## src/hw/rtl/slps_pkg.sv

```systemverilog
// Shared types and constants for the status LED pattern sequencer.
// Pattern and color codes, register indexes, payload structs and reset values.
// No dependencies.
`timescale 1ns / 1ps

package slps_pkg;

  // Timer width default and width of a computed step delay (fast period times four)
  localparam int TIMER_BITS_DEF = 16;
  localparam int DELAY_W        = 18;
  localparam int PCT_W          = 7;
  localparam int MS_W           = 16;
  localparam int CFG_IDX_W      = 3;

  // Patterns, in priority order
  typedef enum logic [2:0] {
    PAT_BOOT    = 3'd0,
    PAT_REPLACE = 3'd1,
    PAT_LOW     = 3'd2,
    PAT_HALF    = 3'd3,
    PAT_HOST    = 3'd4,
    PAT_IDLE    = 3'd5
  } pattern_t;

  typedef enum logic [1:0] {
    COL_OFF   = 2'd0,
    COL_BLUE  = 2'd1,
    COL_AMBER = 2'd2,
    COL_GREEN = 2'd3
  } color_t;

  // Configuration register indexes
  typedef enum logic [CFG_IDX_W-1:0] {
    REG_BOOT_ON      = 3'd0,
    REG_FAST_BLINK   = 3'd1,
    REG_PULSE        = 3'd2,
    REG_PULSE_GAP    = 3'd3,
    REG_LOW_REST     = 3'd4,
    REG_REPLACE_REST = 3'd5,
    REG_LOW_THR      = 3'd6,
    REG_REPLACE_THR  = 3'd7
  } cfg_idx_t;

  // Register reset values
  localparam logic [MS_W-1:0]  BOOT_ON_RST      = 16'd3000;
  localparam logic [MS_W-1:0]  FAST_BLINK_RST   = 16'd250;
  localparam logic [MS_W-1:0]  PULSE_RST        = 16'd120;
  localparam logic [MS_W-1:0]  PULSE_GAP_RST    = 16'd280;
  localparam logic [MS_W-1:0]  LOW_REST_RST     = 16'd30000;
  localparam logic [MS_W-1:0]  REPLACE_REST_RST = 16'd15000;
  localparam logic [PCT_W-1:0] LOW_THR_RST      = 7'd15;
  localparam logic [PCT_W-1:0] REPLACE_THR_RST  = 7'd5;

  // Last-seen status after reset
  localparam logic [PCT_W-1:0] LAST_PCT_RST = 7'd100;

  // Pulse edge counts per battery pattern
  localparam logic [2:0] REPLACE_EDGES = 3'd4;
  localparam logic [2:0] LOW_EDGES     = 3'd2;

  typedef struct packed {
    logic             active;
    logic [PCT_W-1:0] battery_percent;
    logic             host_link_up;
    logic             half_link_up;
  } in_payload_t;

  typedef struct packed {
    logic       led_red;
    logic       led_green;
    logic       led_blue;
    logic [2:0] shown_pattern;
  } out_payload_t;

  typedef struct packed {
    cfg_idx_t        index;
    logic [MS_W-1:0] data;
  } cfg_payload_t;

  // Register file contents as seen by the step logic
  typedef struct packed {
    logic [MS_W-1:0]  boot_solid_ms;
    logic [MS_W-1:0]  blink_half_ms;
    logic [MS_W-1:0]  amber_on_ms;
    logic [MS_W-1:0]  amber_gap_ms;
    logic [MS_W-1:0]  low_rest_ms;
    logic [MS_W-1:0]  replace_rest_ms;
    logic [PCT_W-1:0] low_threshold_pct;
    logic [PCT_W-1:0] replace_threshold_pct;
  } cfg_t;

  // Sequencer state apart from the delay timer
  typedef struct packed {
    pattern_t         shown;
    logic [1:0]       step;
    logic             boot_pending;
    color_t           color;
    logic             last_active;
    logic [PCT_W-1:0] last_pct;
    logic             last_host;
    logic             last_half;
  } seq_state_t;

endpackage

```

## src/hw/rtl/slps_stream_if.sv

```systemverilog
// Valid/ready channel interface used for input, result and configuration transfers.
// Payload type is a parameter; depends on nothing else.
`timescale 1ns / 1ps

interface slps_stream_if #(
  parameter type payload_t = logic
);
  logic     valid;
  logic     ready;
  payload_t payload;

  modport source (output valid, output payload, input ready);
  modport sink   (input valid, input payload, output ready);
endinterface

```

## src/hw/rtl/slps_cfg_regs.sv

```systemverilog
// Configuration register file of the status LED sequencer.
// Depends on slps_pkg and slps_stream_if.
`timescale 1ns / 1ps

module slps_cfg_regs (
  input  logic                 clk,
  input  logic                 rst_n,
  slps_stream_if.sink          cfg_ch,
  output slps_pkg::cfg_t       cfg
);

  slps_pkg::cfg_t cfg_r;
  logic           wr_en;

  // Writes are always taken
  assign cfg_ch.ready = 1'b1;
  assign wr_en        = cfg_ch.valid;
  assign cfg          = cfg_r;

  always_ff @(posedge clk) begin
    if (!rst_n) begin
      cfg_r.boot_solid_ms         <= slps_pkg::BOOT_ON_RST;
      cfg_r.blink_half_ms         <= slps_pkg::FAST_BLINK_RST;
      cfg_r.amber_on_ms           <= slps_pkg::PULSE_RST;
      cfg_r.amber_gap_ms          <= slps_pkg::PULSE_GAP_RST;
      cfg_r.low_rest_ms           <= slps_pkg::LOW_REST_RST;
      cfg_r.replace_rest_ms       <= slps_pkg::REPLACE_REST_RST;
      cfg_r.low_threshold_pct     <= slps_pkg::LOW_THR_RST;
      cfg_r.replace_threshold_pct <= slps_pkg::REPLACE_THR_RST;
    end else if (wr_en) begin
      unique case (cfg_ch.payload.index)
        slps_pkg::REG_BOOT_ON:      cfg_r.boot_solid_ms   <= cfg_ch.payload.data;
        slps_pkg::REG_FAST_BLINK:   cfg_r.blink_half_ms   <= cfg_ch.payload.data;
        slps_pkg::REG_PULSE:        cfg_r.amber_on_ms     <= cfg_ch.payload.data;
        slps_pkg::REG_PULSE_GAP:    cfg_r.amber_gap_ms    <= cfg_ch.payload.data;
        slps_pkg::REG_LOW_REST:     cfg_r.low_rest_ms     <= cfg_ch.payload.data;
        slps_pkg::REG_REPLACE_REST: cfg_r.replace_rest_ms <= cfg_ch.payload.data;
        slps_pkg::REG_LOW_THR:
          cfg_r.low_threshold_pct <= cfg_ch.payload.data[slps_pkg::PCT_W-1:0];
        slps_pkg::REG_REPLACE_THR:
          cfg_r.replace_threshold_pct <= cfg_ch.payload.data[slps_pkg::PCT_W-1:0];
        default: ;
      endcase
    end
  end

endmodule

```

## src/hw/rtl/slps_step_logic.sv

```systemverilog
// Combinational next-state and LED result for one millisecond tick.
// Pattern priority, pattern stepping and delay timer update. Depends on slps_pkg.
`timescale 1ns / 1ps

module slps_step_logic #(
  parameter int TIMER_BITS = slps_pkg::TIMER_BITS_DEF
) (
  input  slps_pkg::cfg_t         cfg,
  input  slps_pkg::in_payload_t  item,
  input  slps_pkg::seq_state_t   cur,
  input  logic [TIMER_BITS-1:0]  delay_cur,
  output slps_pkg::seq_state_t   nxt,
  output logic [TIMER_BITS-1:0]  delay_nxt,
  output slps_pkg::out_payload_t result
);

  localparam int CMP_W = (TIMER_BITS > slps_pkg::DELAY_W) ? TIMER_BITS : slps_pkg::DELAY_W;
  localparam logic [CMP_W-1:0] TIMER_MAX = CMP_W'({TIMER_BITS{1'b1}});

  slps_pkg::pattern_t         pick;
  slps_pkg::color_t           blink_col;
  logic                       changed;
  logic                       force_step;
  logic                       run;
  logic [TIMER_BITS-1:0]      delay_dec;
  logic [1:0]                 step_base;
  logic [2:0]                 edges;
  logic [2:0]                 bat_pos;
  logic [2:0]                 bat_pos_inc;
  logic                       bat_on;
  logic [slps_pkg::DELAY_W-1:0] next_delay;
  logic [CMP_W-1:0]           next_ext;

  // Status change detection against the last tick
  assign changed = (item.battery_percent != cur.last_pct) ||
                   (item.host_link_up != cur.last_host) ||
                   (item.half_link_up != cur.last_half);
  assign force_step = !cur.last_active || (changed && !cur.boot_pending);
  assign delay_dec  = delay_cur - TIMER_BITS'(1);

  // Pattern priority
  always_comb begin
    if (cur.boot_pending)
      pick = slps_pkg::PAT_BOOT;
    else if (item.battery_percent <= cfg.replace_threshold_pct)
      pick = slps_pkg::PAT_REPLACE;
    else if (item.battery_percent <= cfg.low_threshold_pct)
      pick = slps_pkg::PAT_LOW;
    else if (!item.half_link_up)
      pick = slps_pkg::PAT_HALF;
    else if (!item.host_link_up)
      pick = slps_pkg::PAT_HOST;
    else
      pick = slps_pkg::PAT_IDLE;
  end

  // Battery pulse position, wrapped to the pattern's edge count
  assign edges       = (pick == slps_pkg::PAT_REPLACE) ? slps_pkg::REPLACE_EDGES
                                                        : slps_pkg::LOW_EDGES;
  assign step_base   = (pick != cur.shown) ? 2'd0 : cur.step;
  assign bat_pos     = ({1'b0, step_base} >= edges) ? 3'd0 : {1'b0, step_base};
  assign bat_on      = !bat_pos[0];
  assign bat_pos_inc = bat_pos + 3'd1;
  assign blink_col   = (pick == slps_pkg::PAT_HALF) ? slps_pkg::COL_GREEN
                                                    : slps_pkg::COL_BLUE;

  // Timer and pattern update
  always_comb begin
    nxt           = cur;
    nxt.last_active = item.active;
    nxt.last_pct    = item.battery_percent;
    nxt.last_host   = item.host_link_up;
    nxt.last_half   = item.half_link_up;
    delay_nxt     = delay_cur;
    next_delay    = '0;
    next_ext      = '0;
    run           = 1'b0;

    if (!item.active) begin
      nxt.color = slps_pkg::COL_OFF;
    end else begin
      if (force_step || delay_cur == '0) begin
        run = 1'b1;
      end else begin
        delay_nxt = delay_dec;
        run       = (delay_dec == '0);
      end

      if (run) begin
        nxt.shown = pick;
        nxt.step  = step_base;
        case (pick)
          slps_pkg::PAT_BOOT: begin
            nxt.color = slps_pkg::COL_BLUE;
            if (step_base == 2'd0) begin
              nxt.step   = 2'd1;
              next_delay = slps_pkg::DELAY_W'(cfg.boot_solid_ms);
            end else begin
              nxt.boot_pending = 1'b0;
            end
          end
          slps_pkg::PAT_HALF, slps_pkg::PAT_HOST: begin
            nxt.step   = step_base ^ 2'd1;
            nxt.color  = nxt.step[0] ? blink_col : slps_pkg::COL_OFF;
            next_delay = slps_pkg::DELAY_W'(cfg.blink_half_ms);
          end
          slps_pkg::PAT_REPLACE, slps_pkg::PAT_LOW: begin
            nxt.color = bat_on ? slps_pkg::COL_AMBER : slps_pkg::COL_OFF;
            if (bat_pos_inc >= edges) begin
              nxt.step   = 2'd0;
              next_delay = (pick == slps_pkg::PAT_REPLACE)
                           ? slps_pkg::DELAY_W'(cfg.replace_rest_ms)
                           : slps_pkg::DELAY_W'(cfg.low_rest_ms);
            end else begin
              nxt.step   = bat_pos_inc[1:0];
              next_delay = bat_on ? slps_pkg::DELAY_W'(cfg.amber_on_ms)
                                  : slps_pkg::DELAY_W'(cfg.amber_gap_ms);
            end
          end
          default: begin
            // idle: dark, recheck after four fast periods
            nxt.color  = slps_pkg::COL_OFF;
            next_delay = {cfg.blink_half_ms, 2'b00};
          end
        endcase
        // saturate to the timer range
        next_ext  = CMP_W'(next_delay);
        delay_nxt = (next_ext > TIMER_MAX) ? TIMER_MAX[TIMER_BITS-1:0]
                                           : next_ext[TIMER_BITS-1:0];
      end
    end
  end

  // LED drive from the updated color
  assign result.led_red       = (nxt.color == slps_pkg::COL_AMBER);
  assign result.led_green     = (nxt.color == slps_pkg::COL_AMBER) ||
                                (nxt.color == slps_pkg::COL_GREEN);
  assign result.led_blue      = (nxt.color == slps_pkg::COL_BLUE);
  assign result.shown_pattern = nxt.shown;

endmodule

```

## src/hw/rtl/status_led_pattern_sequencer.sv

```systemverilog
// Top level of the status LED pattern sequencer: input register, step logic,
// state and result registers. Depends on slps_pkg, slps_stream_if,
// slps_cfg_regs and slps_step_logic.
//
//   channel  | dir | payload                                         | transfer when
//   ---------+-----+-------------------------------------------------+--------------
//   in_ch    | in  | active, battery_percent, host/half link up      | valid & ready
//   out_ch   | out | led_red, led_green, led_blue, shown_pattern     | valid & ready
//   cfg_ch   | in  | index (3 bits), data (16 bits)                  | valid & ready
//
// One tick per clock sustained while out_ch is not stalled; a result passes the
// input register, then the state and result registers, before it is offered
// on out_ch.
// The state update is a single pass of the step logic between those registers.
// Reset (rst_n low, synchronous) loads register defaults and the power-on state.
// A stalled result holds the input register; in_ch.ready drops only when both
// the input register and the result register are full and out_ch is stalled.
// cfg_ch.ready is always high.
`timescale 1ns / 1ps

module status_led_pattern_sequencer #(
  parameter int TIMER_BITS = slps_pkg::TIMER_BITS_DEF
) (
  input  logic          clk,
  input  logic          rst_n,
  slps_stream_if.sink   in_ch,
  slps_stream_if.source out_ch,
  slps_stream_if.sink   cfg_ch
);

  slps_pkg::cfg_t         cfg;
  slps_pkg::in_payload_t  item_r;
  logic                   item_valid_r;
  slps_pkg::seq_state_t   state_r;
  slps_pkg::seq_state_t   state_nxt;
  logic [TIMER_BITS-1:0]  delay_r;
  logic [TIMER_BITS-1:0]  delay_nxt;
  slps_pkg::out_payload_t result;
  slps_pkg::out_payload_t out_data_r;
  logic                   out_valid_r;
  logic                   advance;
  logic                   in_xfer;

  slps_cfg_regs u_cfg_regs (
    .clk    (clk),
    .rst_n  (rst_n),
    .cfg_ch (cfg_ch),
    .cfg    (cfg)
  );

  slps_step_logic #(
    .TIMER_BITS (TIMER_BITS)
  ) u_step_logic (
    .cfg       (cfg),
    .item      (item_r),
    .cur       (state_r),
    .delay_cur (delay_r),
    .nxt       (state_nxt),
    .delay_nxt (delay_nxt),
    .result    (result)
  );

  // Handshake: the held tick moves on when the result register is empty or being taken
  assign advance      = item_valid_r && (!out_valid_r || out_ch.ready);
  assign in_ch.ready  = !item_valid_r || advance;
  assign in_xfer      = in_ch.valid && in_ch.ready;
  assign out_ch.valid = out_valid_r;
  assign out_ch.payload = out_data_r;

  // Input register
  always_ff @(posedge clk) begin
    if (!rst_n) begin
      item_valid_r <= 1'b0;
    end else if (in_xfer) begin
      item_valid_r <= 1'b1;
    end else if (advance) begin
      item_valid_r <= 1'b0;
    end
  end

  always_ff @(posedge clk) begin
    if (in_xfer) begin
      item_r <= in_ch.payload;
    end
  end

  // Sequencer state
  always_ff @(posedge clk) begin
    if (!rst_n) begin
      state_r.shown        <= slps_pkg::PAT_IDLE;
      state_r.step         <= 2'd0;
      state_r.boot_pending <= 1'b1;
      state_r.color        <= slps_pkg::COL_OFF;
      state_r.last_active  <= 1'b1;
      state_r.last_pct     <= slps_pkg::LAST_PCT_RST;
      state_r.last_host    <= 1'b0;
      state_r.last_half    <= 1'b1;
      delay_r              <= '0;
    end else if (advance) begin
      state_r <= state_nxt;
      delay_r <= delay_nxt;
    end
  end

  // Result register
  always_ff @(posedge clk) begin
    if (!rst_n) begin
      out_valid_r <= 1'b0;
    end else if (advance) begin
      out_valid_r <= 1'b1;
    end else if (out_ch.ready) begin
      out_valid_r <= 1'b0;
    end
  end

  always_ff @(posedge clk) begin
    if (advance) begin
      out_data_r <= result;
    end
  end

endmodule

```

## src/flat_wrapper.sv

```systemverilog
// flat-port wrapper written by rule: the top's interface ports become plain ports
module status_led_pattern_sequencer_flat import slps_pkg::*;
#(
  parameter int TIMER_BITS = slps_pkg::TIMER_BITS_DEF
)
  (clk, rst_n, in_ch_valid, in_ch_payload, in_ch_ready, out_ch_valid, out_ch_payload, out_ch_ready, cfg_ch_valid, cfg_ch_payload, cfg_ch_ready);
  slps_stream_if #(.payload_t(in_payload_t)) in_ch_i ();
  slps_stream_if #(.payload_t(out_payload_t)) out_ch_i ();
  slps_stream_if #(.payload_t(cfg_payload_t)) cfg_ch_i ();
  input  logic clk;
  input  logic rst_n;
  input wire logic [$bits(in_ch_i.valid)-1:0] in_ch_valid;
  input wire logic [$bits(in_ch_i.payload)-1:0] in_ch_payload;
  output wire logic [$bits(in_ch_i.ready)-1:0] in_ch_ready;
  output wire logic [$bits(out_ch_i.valid)-1:0] out_ch_valid;
  output wire logic [$bits(out_ch_i.payload)-1:0] out_ch_payload;
  input wire logic [$bits(out_ch_i.ready)-1:0] out_ch_ready;
  input wire logic [$bits(cfg_ch_i.valid)-1:0] cfg_ch_valid;
  input wire logic [$bits(cfg_ch_i.payload)-1:0] cfg_ch_payload;
  output wire logic [$bits(cfg_ch_i.ready)-1:0] cfg_ch_ready;
  assign in_ch_i.valid = in_ch_valid;
  assign in_ch_i.payload = in_ch_payload;
  assign in_ch_ready = in_ch_i.ready;
  assign out_ch_valid = out_ch_i.valid;
  assign out_ch_payload = out_ch_i.payload;
  assign out_ch_i.ready = out_ch_ready;
  assign cfg_ch_i.valid = cfg_ch_valid;
  assign cfg_ch_i.payload = cfg_ch_payload;
  assign cfg_ch_ready = cfg_ch_i.ready;
  status_led_pattern_sequencer #(.TIMER_BITS(TIMER_BITS)) u_core (.clk(clk), .rst_n(rst_n), .in_ch(in_ch_i), .out_ch(out_ch_i), .cfg_ch(cfg_ch_i));
endmodule
```

## config.mk

```make
export PLATFORM = sky130hd
export DESIGN_NAME = status_led_pattern_sequencer_flat
export DESIGN_NICKNAME = d
export VERILOG_FILES = /design/src/hw/rtl/slps_pkg.sv /design/src/hw/rtl/slps_stream_if.sv /design/src/hw/rtl/slps_cfg_regs.sv /design/src/hw/rtl/slps_step_logic.sv /design/src/hw/rtl/status_led_pattern_sequencer.sv /design/src/flat_wrapper.sv
export SDC_FILE = /design/constraint.sdc
export NUM_CORES = 1
export LEC_CHECK = 0
export ABC_AREA = 1
export BUFFER_PORTS_ARGS = -buffer_cell sky130_fd_sc_hd__buf_2
export CORE_MARGIN = 2
export CORE_UTILIZATION = 30
export CTS_BUF_LIST = sky130_fd_sc_hd__clkbuf_8
export DETAILED_ROUTE_END_ITERATION = 7
export SLEW_MARGIN = 40
export SYNTH_ARGS = -nofsm -noshare
export SYNTH_HDL_FRONTEND = slang
export SYNTH_SLANG_ARGS = --single-unit
```

## constraint.sdc

```tcl
create_clock -name clk -period 5.3 [get_ports clk]
set_clock_uncertainty 0.1 [all_clocks]
set_input_delay 0 -clock clk [delete_from_list [all_inputs] [get_ports clk]]
set_output_delay 0 -clock clk [all_outputs]
set_load 0.1 [all_outputs]
```

==> parameters.txt <==
Parameter                              Value

Run status
  Run status    finished, final reports clean

Critical path
  Register-to-register path setup slack    0.72 ns
  Critical Path RT    5.61 ns
  Delay of the slowest cell on the worst path    0.47 ns
  Capture point of the critical path    u_core.delay_r[15]
  Logic depth of the worst register-to-register path    24
  Arrival time of the worst setup path    4.89 ns
  Type of the worst setup path    register to register
  Category of the worst setup path capture point    register
  Buf/Inv on CP    4
  Launching point of the worst reg2reg path    u_core.item_r[8]
  Cell breakdown of the critical path    ha_1 > nand2_1 > nor2_1 > nand2_1 > a21oi_2 > nand2_1 > nand3_1 > nand2_2 > nand3_2 > nor2_2 > ha_1 > inv_1 > nand4_4 > inv_2 > fa_1 > buf_4 > clkinv_1 > a21oi_1 > o21ai_0 > nand2_1 > nand2_1 > nand2_1 > nand2_1 > a21oi_1
  Max FO, Critical Path    18
  Critical path origin    u_core.item_r[8]
  Critical path depth    24
  Startpoint class of the critical path    register
  Worst path most repeated cell    sky130_fd_sc_hd__nand2_1
  Slowest stage cell, crit path    sky130_fd_sc_hd__edfxtp_1
  Worst reg2reg path endpoint    u_core.delay_r[15]
  Critical path's top delay family    simple AND/OR/NAND/NOR gates

Finish
  Ant. Diodes    0
  Share of post-route cells with drive strength above 1    10.34%
  Layout fillers    2725
  Total Nets Final    1233
  Area of the multi-input gates    3909 um2
  Post-synthesis to final-layout area growth    14.91%
  Layout Cell Area excl Fill    9150 um2
  Total area of sequential cells    3403 um2

Worst hold path
  Type of the tightest min-delay check    primary input to register

Global route
  Pin count of the biggest net entering global routing    117
  Vias in the first global route    6721
  Remaining Overflow, GRT    0
  Global routing usage summed across all routing layers    15.54%
  Number of antenna violations at the first check in global routing    0
  Global-route wire length before repair    35150 um

Clocking
  Clock insertion delay at the later pin of the skew report    0.47 ns
  Count of buffers added by post-CTS timing repair for setup    0
  Clock-pin transition on the worst setup and hold timing paths    0.10 ns
  TritonCTS clock tree    yes
  Number of buffers created by CTS    17
  Maximum level of the CTS H-tree    4
  Clock root cell    sky130_fd_sc_hd__clkbuf_8
  Sink count of the clock tree    162
  Maximum clock path buffer count    2

Pwr
  IR Drop Worst-Case VDD    0.1391 mV
  Power density over the cells    287.9 nW/um2
  Total design power    0.002634 W
  Cell leakage power    4.199 nW

Route
  Total via count after detailed routing    7175
  Detail Route Antenna Nets    0
  Residual DRC count    0
  Number of detailed-route iterations in the first pass    5
  Final routed wire length divided by cell count    14.07 um
  DRC marker count from the first detailed-route iteration    554
  Via density    4.705
  Wirelength, routed    21450 um

Logic synthesis
  Library cells used by synthesis    40
  Post-Syn Area per Cell    7.072 um2
  Cells after Synth    1126
  Nets in the synthesized netlist    1181
  Cell area after synthesis    7963 um2
  Count of state elements after synthesis    162
  EDFF count, synth    16
  Number of synthesis warnings    0
  Prevailing post-synth register cell    sky130_fd_sc_hd__dfxtp_1
  Synth async-reset ratio    0%
  Share of synthesized area occupied by flip-flops and latches    42.74%

Timing
  Final worst path period need    4.578 ns
  Final Hold Violating Endpoints    0
  Final total negative setup slack    0 ns
  Setup Viol. Count Final    0
  Count of pins over their slew limit    0
  Unrepaired setup endpoints after global routing    false
  Share of the clock period used by the worst path    86.37%
  FMAX    0.2185 GHz
  Transition time of the tightest slew-check pin    0.8082 ns
  Relative slew margins    46.06%
  PnR worst setup slack    0.7225 ns

Floorplan
  Num ports    43
  Placeable core area    26060 um2
  Die boundary height    166.9 um
  Horizontal die dimension    166.9 um
  Die area    27860 um2
  Initial cell density of the core    30.56%
  Row Count    59

Run
  Maximum Capacitance Violations    0

Placement
  Area post-placement    8447 um2
  Quantity of I/O buffers inserted on ports    41
  Pre-CTS setup slack    0.7322 ns
  Final HPWL DP    14780 um
  Global placement routability congestion    0.8185
-- logic make-up (layout without fill, tap and decap cells) --
| group | count (synthesis) | in the layout | share of synthesized area, % |
|---|---|---|---|
| buffers and inverters | 168 | 232 | 8.202 |
| XOR/XNOR | 17 | 17 | 1.870 |
| other | 1 | 1 | 0.04709 |
| AO/OA/AOI/OAI | 197 | 197 | 13.72 |
| flip-flops | 162 | 162 | 42.74 |
| adder cells (fa/ha/maj) | 21 | 21 | 3.394 |
| AND/OR/NAND/NOR | 560 | 560 | 30.03 |
-- what timing repair did --
| item | in CTS | in global routing |
|---|---|---|
| hold buffers | 36 | 0 |
| endpoints found under the setup margin | 0 | 0 |
| hold endpoints to repair | 135 | 0 |
| gates resized for setup | 0 | 0 |
-- report_power, final --
| part | total [W] | switching, W | internal [W] |
|---|---|---|---|
| Clock | 0.000809 | 0.000456 | 0.000353 |
| Combinational | 0.000492 | 0.000329 | 0.000163 |
| Sequential | 0.00133 | 0.0000371 | 0.00130 |
| Total | 0.00263 | 0.000823 | 0.00181 |
-- layout make-up --
| class | count | share of cell area [%] |
|---|---|---|
| multi-input cells | 796 | 42.72 |
| flip-flops and latches | 162 | 37.19 |
| repair buffers | 88 | 7.152 |
| inverters | 113 | 4.636 |
| well taps | 335 | 4.581 |
| clock buffers | 20 | 3.008 |
| clock inverters | 11 | 0.7111 |
-- worst min-delay path by stage --
stage / to / slack [ns] / startpoint / cells after the start
2_1_floorplan: u_core.item_r[0] / -0.001 / in_ch_payload[0] / 0
3_3_place_gp: u_core.item_r[2] / 0.08 / in_ch_payload[2] / 1
3_5_place_dp: u_core.item_r[3] / 0.08 / in_ch_payload[3] / 1
4_1_cts: u_core.u_cfg_regs.cfg[44] / 0.04 / cfg_ch_valid / 6
5_1_grt: u_core.u_cfg_regs.cfg[38] / 0.09 / cfg_ch_valid / 6
6_report: u_core.u_cfg_regs.cfg[40] / 0.07 / cfg_ch_valid / 6
-- state kept, by name (all words and copies together) (netlist names) --
signal / flops
u_core.u_cfg_regs.cfg: 110
u_core.state_r: 18
u_core.delay_r: 16
u_core.item_r: 10
u_core.out_ch.payload: 6
u_core.item_valid_r: 1
u_core.out_ch.valid: 1
-- stage by stage --
stage               cells  hold WS [ns]  utilization [%]
floorplan            1126     -0.001131                -
global placement     1458       0.07620            32.40
detailed placement   1458       0.07993            32.41
CTS                  1525       0.03546            35.10
global route         1525       0.09164            35.11
finish               1525       0.06789            35.11
-- metal layers --
layer  global-route usage, %  up-vias  routed length, um
li1                        -     3734                  -
met1                   22.08     3269              10700
met2                   24.35      155               9625
met3                   2.567       17                845
met4                   4.273        0                276
met5                       0        -                  0
-- Yosys cell counts (4+ instances only) --
cell	n	share of area [%]
sky130_fd_sc_hd__nand3_1	105	6.6
sky130_fd_sc_hd__nand2_1	257	12
sky130_fd_sc_hd__edfxtp_1	16	6.0
sky130_fd_sc_hd__nor3_1	5	0.31
sky130_fd_sc_hd__xor2_1	14	1.5
sky130_fd_sc_hd__nand4_1	4	0.31
sky130_fd_sc_hd__o21ai_0	98	6.2
sky130_fd_sc_hd__nor2_2	9	0.71
sky130_fd_sc_hd__nor2_1	162	7.6
sky130_fd_sc_hd__ha_1	20	3.1
sky130_fd_sc_hd__a31oi_1	20	1.6
sky130_fd_sc_hd__clkbuf_1	42	2.0
sky130_fd_sc_hd__o21ai_1	8	0.50
sky130_fd_sc_hd__inv_2	6	0.28
sky130_fd_sc_hd__buf_1	6	0.28
sky130_fd_sc_hd__inv_1	102	4.8
sky130_fd_sc_hd__a21oi_2	11	1.2
sky130_fd_sc_hd__clkinv_1	5	0.24
sky130_fd_sc_hd__o211ai_1	12	1.1
sky130_fd_sc_hd__dfxtp_1	146	37
sky130_fd_sc_hd__a21oi_1	45	2.8
-- layout by cell type (no fill, tap or decap), drive strengths merged --
cell type    Yosys  final
nand2          263    263
nor2           173    173
dfxtp          146    146
inv            108    113
nand3          108    108
o21ai          107    107
a21oi           56     56
buf             13     52
dlygate4sd3      0     36
a31oi           20     20
ha              20     20
clkbuf          42     20
edfxtp          16     16
xor2            14     14
o211ai          12     12
clkinv           5      9
nor3             7      7
nand4            6      6
xnor2            3      3
nor4             2      2
clkinvlp         0      2
o31ai            1      1
o221ai           1      1
nand3b           1      1
fa               1      1
conb             1      1
-- worst reg2reg max path, delay by kind of cell, from the launching register on --
family                   cells  cell delay [ns]
AND/OR/NAND/NOR             13             1.40
buffers and inverters        4             1.15
flip-flops                   1             0.47
AO/OA/AOI/OAI                4             0.68
adder cells (fa/ha/maj)      3             0.74
No activity file was read; power rests on OpenSTA's default activity.
